`src/hw/rtl/bitmap_frame_allocator_core_assert.svh`:
```
// Assertion macros used by the allocator controller.
// Each macro expects i_clk and i_rst_n in the scope of its use.
`ifndef BITMAP_FRAME_ALLOCATOR_CORE_ASSERT_SVH
`define BITMAP_FRAME_ALLOCATOR_CORE_ASSERT_SVH

`ifndef SYNTH

`define BFA_ASSERT(lbl, prop) \
    lbl: assert property (@(posedge i_clk) disable iff (!i_rst_n) prop) \
        else $error("bitmap frame allocator assertion failed");

`define BFA_ASSERT_IMP(lbl, ante, cons) `BFA_ASSERT(lbl, (ante) |-> (cons))

`define BFA_ASSERT_NEXT(lbl, ante, cons) `BFA_ASSERT(lbl, (ante) |=> (cons))

`else

`define BFA_ASSERT(lbl, prop)

`define BFA_ASSERT_IMP(lbl, ante, cons)

`define BFA_ASSERT_NEXT(lbl, ante, cons)

`endif

`endif

```
`src/hw/rtl/bfa_pkg.sv`:
```
package bfa_pkg;

    localparam int WORD_W        = 32;
    localparam int FRAME_COUNT_W = 13;

    localparam logic [FRAME_COUNT_W-1:0] FRAME_COUNT_RESET = 13'd4096;

    // register index as decoded from the APB address
    localparam logic [0:0] REG_FRAME_COUNT = 1'b0;

    localparam logic [1:0] OP_ALLOC   = 2'd0;
    localparam logic [1:0] OP_FREE    = 2'd1;
    localparam logic [1:0] OP_RESERVE = 2'd2;

    localparam logic [1:0] STAT_DONE    = 2'd0;
    localparam logic [1:0] STAT_NO_FREE = 2'd1;
    localparam logic [1:0] STAT_RANGE   = 2'd2;

    typedef struct packed {
        logic [1:0]  opcode;
        logic [31:0] frame_addr;
    } t_in_item;

    typedef struct packed {
        logic [31:0] alloc_addr;
        logic [1:0]  status;
    } t_out_item;

    typedef enum logic [2:0] {
        ST_CLEAR,
        ST_IDLE,
        ST_SCAN,
        ST_READ,
        ST_MODIFY,
        ST_DONE
    } t_state;

    // position of the lowest clear bit, binary search in five steps
    function automatic logic [4:0] first_zero(input logic [WORD_W-1:0] word);
        logic [WORD_W-1:0] x;
        logic [WORD_W-1:0] mask;
        logic [4:0]        pos;
        x   = ~word;
        pos = '0;
        for (int s = 4; s >= 0; s--) begin
            mask = (32'd1 << (1 << s)) - 32'd1;
            if ((x & mask) == 32'd0) begin
                pos = pos | 5'(1 << s);
                x   = x >> (1 << s);
            end
        end
        return pos;
    endfunction

endpackage

```
`src/hw/rtl/bfa_ctrl.sv`:
```
`include "bitmap_frame_allocator_core_assert.svh"

module bfa_ctrl #(
    parameter int MAX_FRAMES = 4096,
    parameter int PAGE_SHIFT = 12,
    parameter int WORDS      = (MAX_FRAMES + 31) / 32,
    parameter int AW         = (WORDS > 1) ? $clog2(WORDS) : 1,
    parameter int LIM_W      = 32 - PAGE_SHIFT + 1
) (
    input  logic                          i_clk,
    input  logic                          i_rst_n,
    input  logic [LIM_W-1:0]              i_limit,
    input  logic                          i_req_valid,
    output logic                          o_req_ready,
    input  bfa_pkg::t_in_item             i_req,
    output logic                          o_res_valid,
    input  logic                          i_res_ready,
    output bfa_pkg::t_out_item            o_res,
    output logic                          o_mem_wr_en,
    output logic [AW-1:0]                 o_mem_wr_addr,
    output logic [bfa_pkg::WORD_W-1:0]    o_mem_wr_data,
    output logic                          o_mem_rd_en,
    output logic [AW-1:0]                 o_mem_rd_addr,
    input  logic [bfa_pkg::WORD_W-1:0]    i_mem_rd_data
);

    localparam int IDX_W = 32 - PAGE_SHIFT;
    localparam int PW    = $clog2(WORDS + 1);
    localparam int FW    = AW + 5;
    localparam int CW    = (FW > LIM_W) ? FW : LIM_W;

    bfa_pkg::t_state n_state;
    bfa_pkg::t_state r_state;

    logic [PW-1:0]    r_ptr;
    logic             r_dv;
    logic [AW-1:0]    r_daddr;
    logic [1:0]       r_op;
    logic [IDX_W-1:0] r_idx;
    logic [31:0]      r_res_addr;
    logic [1:0]       r_res_status;

    logic [IDX_W-1:0] w_req_idx;
    logic             w_req_in_range;
    logic             w_hit;
    logic             w_last;
    logic [4:0]       w_pos;
    logic [CW-1:0]    w_frame;
    logic             w_fits;
    logic             w_scan_rd;
    logic [CW-1:0]    w_idx_ext;
    logic [AW-1:0]    w_idx_word;
    logic [31:0]      w_idx_bit;
    logic             w_accept;

    // datapath
    always_comb begin
        w_req_idx      = i_req.frame_addr[31:PAGE_SHIFT];
        w_req_in_range = CW'(w_req_idx) < CW'(i_limit);
        w_hit          = r_dv && (i_mem_rd_data != '1);
        w_last         = r_dv && (r_daddr == AW'(WORDS - 1));
        w_pos          = bfa_pkg::first_zero(i_mem_rd_data);
        w_frame        = CW'({r_daddr, w_pos});
        w_fits         = w_frame < CW'(i_limit);
        w_scan_rd      = (r_state == bfa_pkg::ST_SCAN) && (r_ptr < PW'(WORDS)) && !w_hit;
        w_idx_ext      = CW'(r_idx);
        w_idx_word     = w_idx_ext[AW+4:5];
        w_idx_bit      = 32'd1 << r_idx[4:0];
        w_accept       = (r_state == bfa_pkg::ST_IDLE) && i_req_valid;
    end

    // next state
    always_comb begin
        n_state = r_state;
        unique case (r_state)
            bfa_pkg::ST_CLEAR: begin
                if (r_ptr == PW'(WORDS - 1)) begin
                    n_state = bfa_pkg::ST_IDLE;
                end
            end
            bfa_pkg::ST_IDLE: begin
                if (i_req_valid) begin
                    priority case (i_req.opcode)
                        bfa_pkg::OP_ALLOC: n_state = bfa_pkg::ST_SCAN;
                        bfa_pkg::OP_FREE,
                        bfa_pkg::OP_RESERVE: begin
                            n_state = w_req_in_range ? bfa_pkg::ST_READ : bfa_pkg::ST_DONE;
                        end
                        default: n_state = bfa_pkg::ST_DONE;
                    endcase
                end
            end
            bfa_pkg::ST_SCAN: begin
                if (w_hit || w_last) begin
                    n_state = bfa_pkg::ST_DONE;
                end
            end
            bfa_pkg::ST_READ:   n_state = bfa_pkg::ST_MODIFY;
            bfa_pkg::ST_MODIFY: n_state = bfa_pkg::ST_DONE;
            bfa_pkg::ST_DONE: begin
                if (i_res_ready) begin
                    n_state = bfa_pkg::ST_IDLE;
                end
            end
            default: n_state = bfa_pkg::ST_CLEAR;
        endcase
    end

    // outputs
    always_comb begin
        o_req_ready   = 1'b0;
        o_res_valid   = 1'b0;
        o_mem_wr_en   = 1'b0;
        o_mem_wr_addr = w_idx_word;
        o_mem_wr_data = '0;
        o_mem_rd_en   = 1'b0;
        o_mem_rd_addr = w_idx_word;
        unique case (r_state)
            bfa_pkg::ST_CLEAR: begin
                o_mem_wr_en   = 1'b1;
                o_mem_wr_addr = r_ptr[AW-1:0];
            end
            bfa_pkg::ST_IDLE: begin
                o_req_ready = 1'b1;
            end
            bfa_pkg::ST_SCAN: begin
                o_mem_rd_en   = w_scan_rd;
                o_mem_rd_addr = r_ptr[AW-1:0];
                o_mem_wr_en   = w_hit && w_fits;
                o_mem_wr_addr = r_daddr;
                o_mem_wr_data = i_mem_rd_data | (32'd1 << w_pos);
            end
            bfa_pkg::ST_READ: begin
                o_mem_rd_en = 1'b1;
            end
            bfa_pkg::ST_MODIFY: begin
                o_mem_wr_en   = 1'b1;
                o_mem_wr_data = (r_op == bfa_pkg::OP_FREE) ? (i_mem_rd_data & ~w_idx_bit)
                                                           : (i_mem_rd_data | w_idx_bit);
            end
            bfa_pkg::ST_DONE: begin
                o_res_valid = 1'b1;
            end
            default: begin
                o_req_ready = 1'b0;
            end
        endcase
    end

    always_ff @(posedge i_clk) begin
        if (!i_rst_n) begin
            r_state <= bfa_pkg::ST_CLEAR;
            r_ptr   <= '0;
            r_dv    <= 1'b0;
        end else begin
            r_state <= n_state;
            r_dv    <= w_scan_rd;
            if (r_state == bfa_pkg::ST_CLEAR || w_scan_rd) begin
                r_ptr <= r_ptr + PW'(1);
            end else if (w_accept) begin
                r_ptr <= '0;
            end
        end
    end

    always_ff @(posedge i_clk) begin
        r_daddr <= o_mem_rd_addr;
        if (w_accept) begin
            r_op       <= i_req.opcode;
            r_idx      <= w_req_idx;
            r_res_addr <= '0;
            if ((i_req.opcode == bfa_pkg::OP_FREE || i_req.opcode == bfa_pkg::OP_RESERVE)
                    && !w_req_in_range) begin
                r_res_status <= bfa_pkg::STAT_RANGE;
            end else begin
                r_res_status <= bfa_pkg::STAT_DONE;
            end
        end else if (r_state == bfa_pkg::ST_SCAN) begin
            // the lowest clear bit decides, even when it lies above the limit
            if (w_hit && w_fits) begin
                r_res_addr   <= {w_frame[IDX_W-1:0], {PAGE_SHIFT{1'b0}}};
                r_res_status <= bfa_pkg::STAT_DONE;
            end else if (w_hit || w_last) begin
                r_res_status <= bfa_pkg::STAT_NO_FREE;
            end
        end
    end

    assign o_res.alloc_addr = r_res_addr;
    assign o_res.status     = r_res_status;

    `BFA_ASSERT_NEXT(a_accept_leaves_idle, w_accept, r_state != bfa_pkg::ST_IDLE)
    `BFA_ASSERT_IMP(a_modify_after_read, r_state == bfa_pkg::ST_MODIFY, $past(r_state) == bfa_pkg::ST_READ)
    `BFA_ASSERT_IMP(a_fail_has_no_addr, o_res_valid && o_res.status != bfa_pkg::STAT_DONE, o_res.alloc_addr == 32'd0)
    `BFA_ASSERT_IMP(a_scan_write_below_limit, r_state == bfa_pkg::ST_SCAN && o_mem_wr_en, w_fits && w_hit)

endmodule

```
`config.mk`:
```
export PLATFORM = sky130hd
export DESIGN_NAME = bfa_ctrl
export DESIGN_NICKNAME = d
export VERILOG_FILES = /design/src/hw/rtl/bfa_pkg.sv /design/src/hw/rtl/bfa_ctrl.sv
export VERILOG_INCLUDE_DIRS = /design/src /design/src/hw/rtl
export SDC_FILE = /design/constraint.sdc
export NUM_CORES = 1
export LEC_CHECK = 0
export ABC_AREA = 1
export BUFFER_PORTS_ARGS = -buffer_cell sky130_fd_sc_hd__buf_2
export CORE_MARGIN = 4
export CORE_UTILIZATION = 46
export DETAILED_ROUTE_END_ITERATION = 16
export HOLD_SLACK_MARGIN = 0.05
export PLACE_DENSITY = 0.79
export SLEW_MARGIN = 10
export SYNTH_ARGS = -nofsm -noshare
export SYNTH_HDL_FRONTEND = slang
export SYNTH_SLANG_ARGS = --single-unit
```
`constraint.sdc`:
```
create_clock -name i_clk -period 2.7 [get_ports i_clk]
set_input_delay 0.135 -clock i_clk [delete_from_list [all_inputs] [get_ports i_clk]]
set_output_delay 0.135 -clock i_clk [all_outputs]
set_load 0.01 [all_outputs]
```
Word level (Yosys, flattened, before mapping)
Index checks and enable logic that the tools add are counted.
{"block": "totals", "output_inout_bits": 84, "ff_bits": 47, "word_cells": 92, "input_bits": 91}
{"block": "op_classes", "n_reduce_logical": 27, "shifts": 2, "n_lt_le_gt_ge": 3, "eq_ne": 15, "add_sub_neg": 1, "muxes": 31, "bitwise": 5}
{"cell": "$logic_not A32 Y1", "count": 5}
{"cell": "$or A32 B32 Y32", "count": 2}
{"cell": "$pmux W32 S2", "count": 1}
{"cell": "$shl A1 B5 Y32 const A", "count": 2}
{"cell": "$and A32 B32 Y32", "count": 1}
{"cell": "$mux W32", "count": 1}
{"cell": "$ne A32 B32 Y1 const B", "count": 1}
{"cell": "$not A32 Y32", "count": 1}
{"cell": "$not A31 Y31", "count": 1}
{"cell": "$lt A12 B21 Y1", "count": 1}
{"cell": "$lt A20 B21 Y1", "count": 1}
{"cell": "$mux W3", "count": 7}
{"cell": "$pmux W3 S6", "count": 1}
{"cell": "$mux W8", "count": 2}
{"cell": "$mux W15", "count": 1}
{"cell": "$mux W7", "count": 2}
{"cell": "$pmux W7 S2", "count": 1}
{"cell": "$mux W2", "count": 6}
{"cell": "$add A8 B1 Y8 const B", "count": 1}
{"cell": "$eq A8 B7 Y1 const B", "count": 1}
{"cell": "$lt A8 B8 Y1 const B", "count": 1}
{"cell": "$eq A7 B7 Y1 const B", "count": 1}
{"cell": "$logic_and A1 B1 Y1", "count": 7}
{"cell": "$eq A3 B2 Y1 const B", "count": 2}
{"cell": "other kinds (20)", "count": 34}

Longest topological paths before layout
{"block": "logic_depth", "word_depth": 16, "depth_mapped": 27, "mapped_depth_nobuf": 26}

Worst setup path before layout
No wires, ideal clock.
{"block": "synth_timing", "kind": "input to register", "startpoint": "input port i_mem_rd_data[1] (netlist bit)", "endpoint": "register r_res_addr[15]", "setup_ps": 113, "setup_slack_ps": -191, "n_path_buf": 2, "path_stages": 26, "t_arrival_ps": 2777, "t_required_ps": 2587, "path_cell_list": "nand2_1 nor2_1 nand2_2 nor2_4 buf_6 a21oi_2 nand2_1 nor2_2 nand3_1 nand2_2 nor2_4 nand2_4 nor2_4 nor2_4 nand3_1 inv_1 ha_1 a21oi_1 nor2_1 a211oi_1 nand2_2 nand2_4 nand3_4 buf_6 nor2_1 nor2_1"}
{"block": "synth_between", "word_cells_on_any_way": 20, "classes_between": "order compare (1); eq/ne (1); mux (9); bitwise (1); reduce/logical (8)"}
{"element": "from (decl)", "line_no": "bfa_ctrl.sv:24", "text": "input logic [bfa_pkg::WORD_W-1:0] i_mem_rd_data"}
{"element": "$not A31 Y31", "line_no": "bfa_pkg.sv:43", "text": "x = ~word;"}
{"element": "$logic_not A32 Y1", "line_no": "bfa_pkg.sv:47", "text": "if ((x & mask) == 32'd0) begin"}
{"element": "$mux W5", "line_no": "bfa_pkg.sv:47"}
{"element": "net w_pos[4]", "line_no": "bfa_ctrl.sv:47", "text": "logic [4:0] w_pos;"}
{"element": "$lt A12 B21 Y1", "line_no": "bfa_ctrl.sv:64", "text": "w_fits = w_frame < CW'(i_limit);"}
{"element": "$logic_and A1 B1 Y1", "line_no": "bfa_ctrl.sv:180", "text": "if (w_hit && w_fits) begin"}
{"element": "$reduce_and A2 Y1 (no source line)"}
{"element": "to (signal assigned)", "line_no": "bfa_ctrl.sv:181", "text": "r_res_addr <= {w_frame[IDX_W-1:0], {PAGE_SHIFT{1'b0}}};"}
{"element": "to (decl)", "line_no": "bfa_ctrl.sv:40", "text": "logic [31:0] r_res_addr;"}
The timed path passes the listed nets, and every way through them passes these cells.
A chain may end at the register's enable or synchronous reset.

Final worst setup path
{"block": "layout_timing", "startpoint": "input port i_mem_rd_data[15] (netlist bit)", "endpoint": "output port o_mem_wr_data[22] (netlist bit)"}
{"block": "layout_between", "elab_chain_cells": 14, "word_cells_on_any_way": 18, "classes_between": "shift (1); mux (10); bitwise (2); reduce/logical (5)"}
{"element": "$not A31 Y31 (*)", "line_no": "bfa_pkg.sv:43"}
{"element": "$logic_not A32 Y1 (*)", "line_no": "bfa_pkg.sv:47"}
{"element": "$mux W15", "line_no": "bfa_pkg.sv:47"}
{"element": "$logic_not A32 Y1", "line_no": "bfa_pkg.sv:47"}
{"element": "$mux W7", "line_no": "bfa_pkg.sv:47"}
{"element": "$logic_not A32 Y1", "line_no": "bfa_pkg.sv:47"}
{"element": "$mux W3", "line_no": "bfa_pkg.sv:47"}
{"element": "$logic_not A32 Y1", "line_no": "bfa_pkg.sv:47"}
{"element": "$mux W1", "line_no": "bfa_pkg.sv:47"}
{"element": "$logic_not A32 Y1", "line_no": "bfa_pkg.sv:47"}
{"element": "$mux W1", "line_no": "bfa_pkg.sv:47"}
{"element": "$shl A1 B5 Y32 (*)", "line_no": "bfa_ctrl.sv:131", "text": "o_mem_wr_data = i_mem_rd_data | (32'd1 << w_pos);"}
{"element": "$or A32 B32 Y32 (*)", "line_no": "bfa_ctrl.sv:131"}
{"element": "$pmux W32 S2 (*)", "line_no": "bfa_ctrl.sv:118", "text": "unique case (r_state)"}
{"element": "to (decl)", "line_no": "bfa_ctrl.sv:21", "text": "output logic [bfa_pkg::WORD_W-1:0] o_mem_wr_data,"}
Every way passes the cells marked *; elsewhere a longest branch is shown, timed or not.

==> impl_metrics.toml <==
[die]
io_pins = 175
initial_utilization_pct = 47.4
design.die.area_mm2 = 0.0118
rows = 36
die_y_um = 108
die_w_um = 108
core_area_mm2 = 0.00977

[timing]
worst_pin_slew_ns = 0.937
setup-violations-final = 24
clock_skew_ns = 0.0103
setup_slack_ns = -0.109
rsz0062_at_grt = "true"
fin_crit_ns = 2.81
fmaxAchievable_mhz = 356
relSlewSlack_pct = 37.5
fin_crit_sh_pct = 104
whs_ns = 0.0882
finalMaxSlewViolations = 0
finalHoldViolCount = 0

[logic_synthesis]
synth.most_common_cell = "nand2_1"
avgSynthCellArea_um2 = 6.36
synth_top_area_share_pct = 13.4
async_flop_share_pct = 0
yosysWarnings = 0
synth_area_mm2 = 0.00464
synthCells = 729
ys_top_cells_by_count = "131 x nand2_1, 115 x inv_1, 93 x o21ai_0"
synthTopCellsByArea = "dfxtp_1 13%, nand2_1 11%, edfxtp_1 10%"
synth-main-ff-cell = "dfxtp_1"
ys_seq_elements = 47
synth_seq_area_share_pct = 23.7
synth_edf_count = 16
synth_top_cell_by_area = "dfxtp_1"
synth.distinct_cells = 44

[detailed_routing]
routedWlPerCell_um = 15.3
drtPass1Iterations = 5
drtIter0Drc = 398
drc = 0
vias = 5829
ant_nets = 0
drt_wl_total_mm = 16.4
vias_per_cell = 5.41

[global_routing]
grt_max_degree = 38
grt_util_all_layers_pct = 27.2
gr-total-overflow = 0
grt_pass1_vias = 5424
antenna_found_initial = 0
grt_pass1_wl_mm = 25.8

[worst_setup_path]
critPathTopFamily = "simple AND/OR/NAND/NOR gates"
required_ns = 2.57
worstSetupPathType = "input pin to primary output"
arrival_ns = 2.67
critPathCaptureType = "primary output"
crit_slowest_cell = "nor2_4"
cp-start-kind = "input pin"
path_buf_inv = 3
cp_max_fo = 7
cp_cell_sequence = "buf_6, nand2_4, nor2_4, nand2_2, nor2_4, nand2_1, nand2_1, nand2_2, nor2_4, nand3_1, nand2_2, nor2_4, nand2_4, nor2_4, nor2_4, nand3_2, buf_4, nor2_4, nand2_2, nor2_2, a21oi_1, o21ai_1, buf_2"
cpMostUsedCell = "nor2_4"
critical_path.max_stage_delay_ns = 0.21

[cells_and_area]
final_layout_size_suffix_gt1_share_pct = 33.2
seq_area_mm2 = 0.00110
final_util_pct = 67.2
final_area_mm2 = 0.00657
nets = 1068
insertedDiodeCount = 0
multi_input_area_mm2 = 0.00321
fillers = 888
area_growth_pct = 41.6

[status]
violations = "setup timing"
outcome = "finished, violations left"

[clock_network]
cts-htree-levels = 2
clk_pin_slew_ns = 0.09
tritoncts = "done"
root_buffer = "clkbuf_8"
clock_latency_ns = 0.30
clock_sinks = 47
cts-buffers-inserted = 5
clock_path_buffers = 2

[power]
peakVddDrop_v = 0.000469
p_leak_nw = 3.29
power_density_mw_per_mm2 = 569

[placed_design]
place.port_buffers = 142
hpwl_mm = 12.7
dpl_cell_area_mm2 = 0.00589
globalplace.congestion = 1.05
place_ws_ns = -0.270

[run]
drv.max_cap_violation_count = 0

[worst_hold_path]
hold_path.class = "input pin to register"
==> tightest hold or removal path: cells and delay by family <==
kind | cells | cell delay (ns)
buffers and inverters | 1 | 0.11
AND/OR/NAND/NOR | 1 | 0.06
AO/OA/AOI/OAI | 1 | 0.04
==> metrics by stage <==
step | total power, W | std cells | setup TNS (ns)
floorplan | 0.00230 | 748 | -0.0119
global placement | 0.00309 | 1041 | -3.95
detailed placement | 0.00312 | 1041 | -4.72
CTS | 0.00369 | 1075 | -0.113
global route | 0.00403 | 1078 | -5.87
finish | 0.00373 | 1078 | -0.918
==> metal layers <==
layer | vias to the layer above | track usage (%) | part of all wire, %
li1 | 2843 | - | -
met1 | 2629 | 33.4 | 39
met2 | 310 | 48.2 | 49
met3 | 47 | 4.06 | 8.9
met4 | 0 | 9.47 | 3.2
met5 | - | 0 | 0
==> cell type report <==
| class | instances | area share, % |
|---|---|---|
| Inverter | 119 | 6.80 |
| Multi-Input combinational cell | 539 | 48.8 |
| Timing Repair Buffer | 232 | 23.3 |
| Sequential cell | 47 | 16.8 |
| Tap cell | 133 | 2.53 |
| Clock buffer | 7 | 1.64 |
| Clock inverter | 1 | 0.133 |
==> cells in the final DEF, fill, tap and decap left out, types with 20 or more instances in the layout <==
master / synthesis / final
buf_4: 20 / 75
nand3_1: 42 / 35
o21ai_0: 93 / 72
nor2_1: 58 / 48
inv_1: 115 / 110
nand2_2: 12 / 22
buf_2: 0 / 126
ha_1: 33 / 32
nand2_1: 131 / 112
conb_1: 1 / 20
a21oi_1: 55 / 49
dfxtp_1: 31 / 31
==> timing repair <==
item,4_1_cts,5_1_grt
endpoints found under the hold margin,14,0
buffers inserted,12,5
hold buffers,14,0
pin swaps,26,27
gates resized for setup,47,50
endpoints found under the setup margin,17,42
==> kinds of logic (layout without fill, tap and decap cells) <==
group	after synthesis	in the layout	share of synthesized area, %
adders and majority gates	33	33	8.90
xor gates and xnor gates	1	1	0.189
other	1	20	0.0809
DFF	47	47	23.7
buffers and inverters	162	359	15.1
AOI/OAI and AO/OA	192	192	23.0
and+or+nand+nor	293	293	29.0
==> final timing paths <==
kind	slack (ns)	end	from	cells after the start
worst max-delay path	-0.11	o_mem_wr_data[22]	i_mem_rd_data[15]	23
worst min register to register	0.50	r_ptr[5]	r_ptr[5]	2
worst min-delay path	0.09	r_state[1]	i_rst_n	3
worst max register to register	0.45	r_res_addr[13]	r_daddr[5]	12
==> power by group <==
group	leakage, nW	internal (W)	switching (W)
sequential	0.399	0.000931	0.000162
combinational	2.83	0.000801	0.00133
clock	0.0600	0.000267	0.000244
==> flip-flops by register name, summed over array words and instances (netlist names) <==
| register | flops |
|---|---|
| r_state | 3 |
| r_dv | 1 |
| r_op | 2 |
| r_res_addr | 12 |
| r_daddr | 7 |
| r_res_status | 2 |
| r_idx | 12 |
| r_ptr | 8 |
Power figures use the tool's default switching activity.
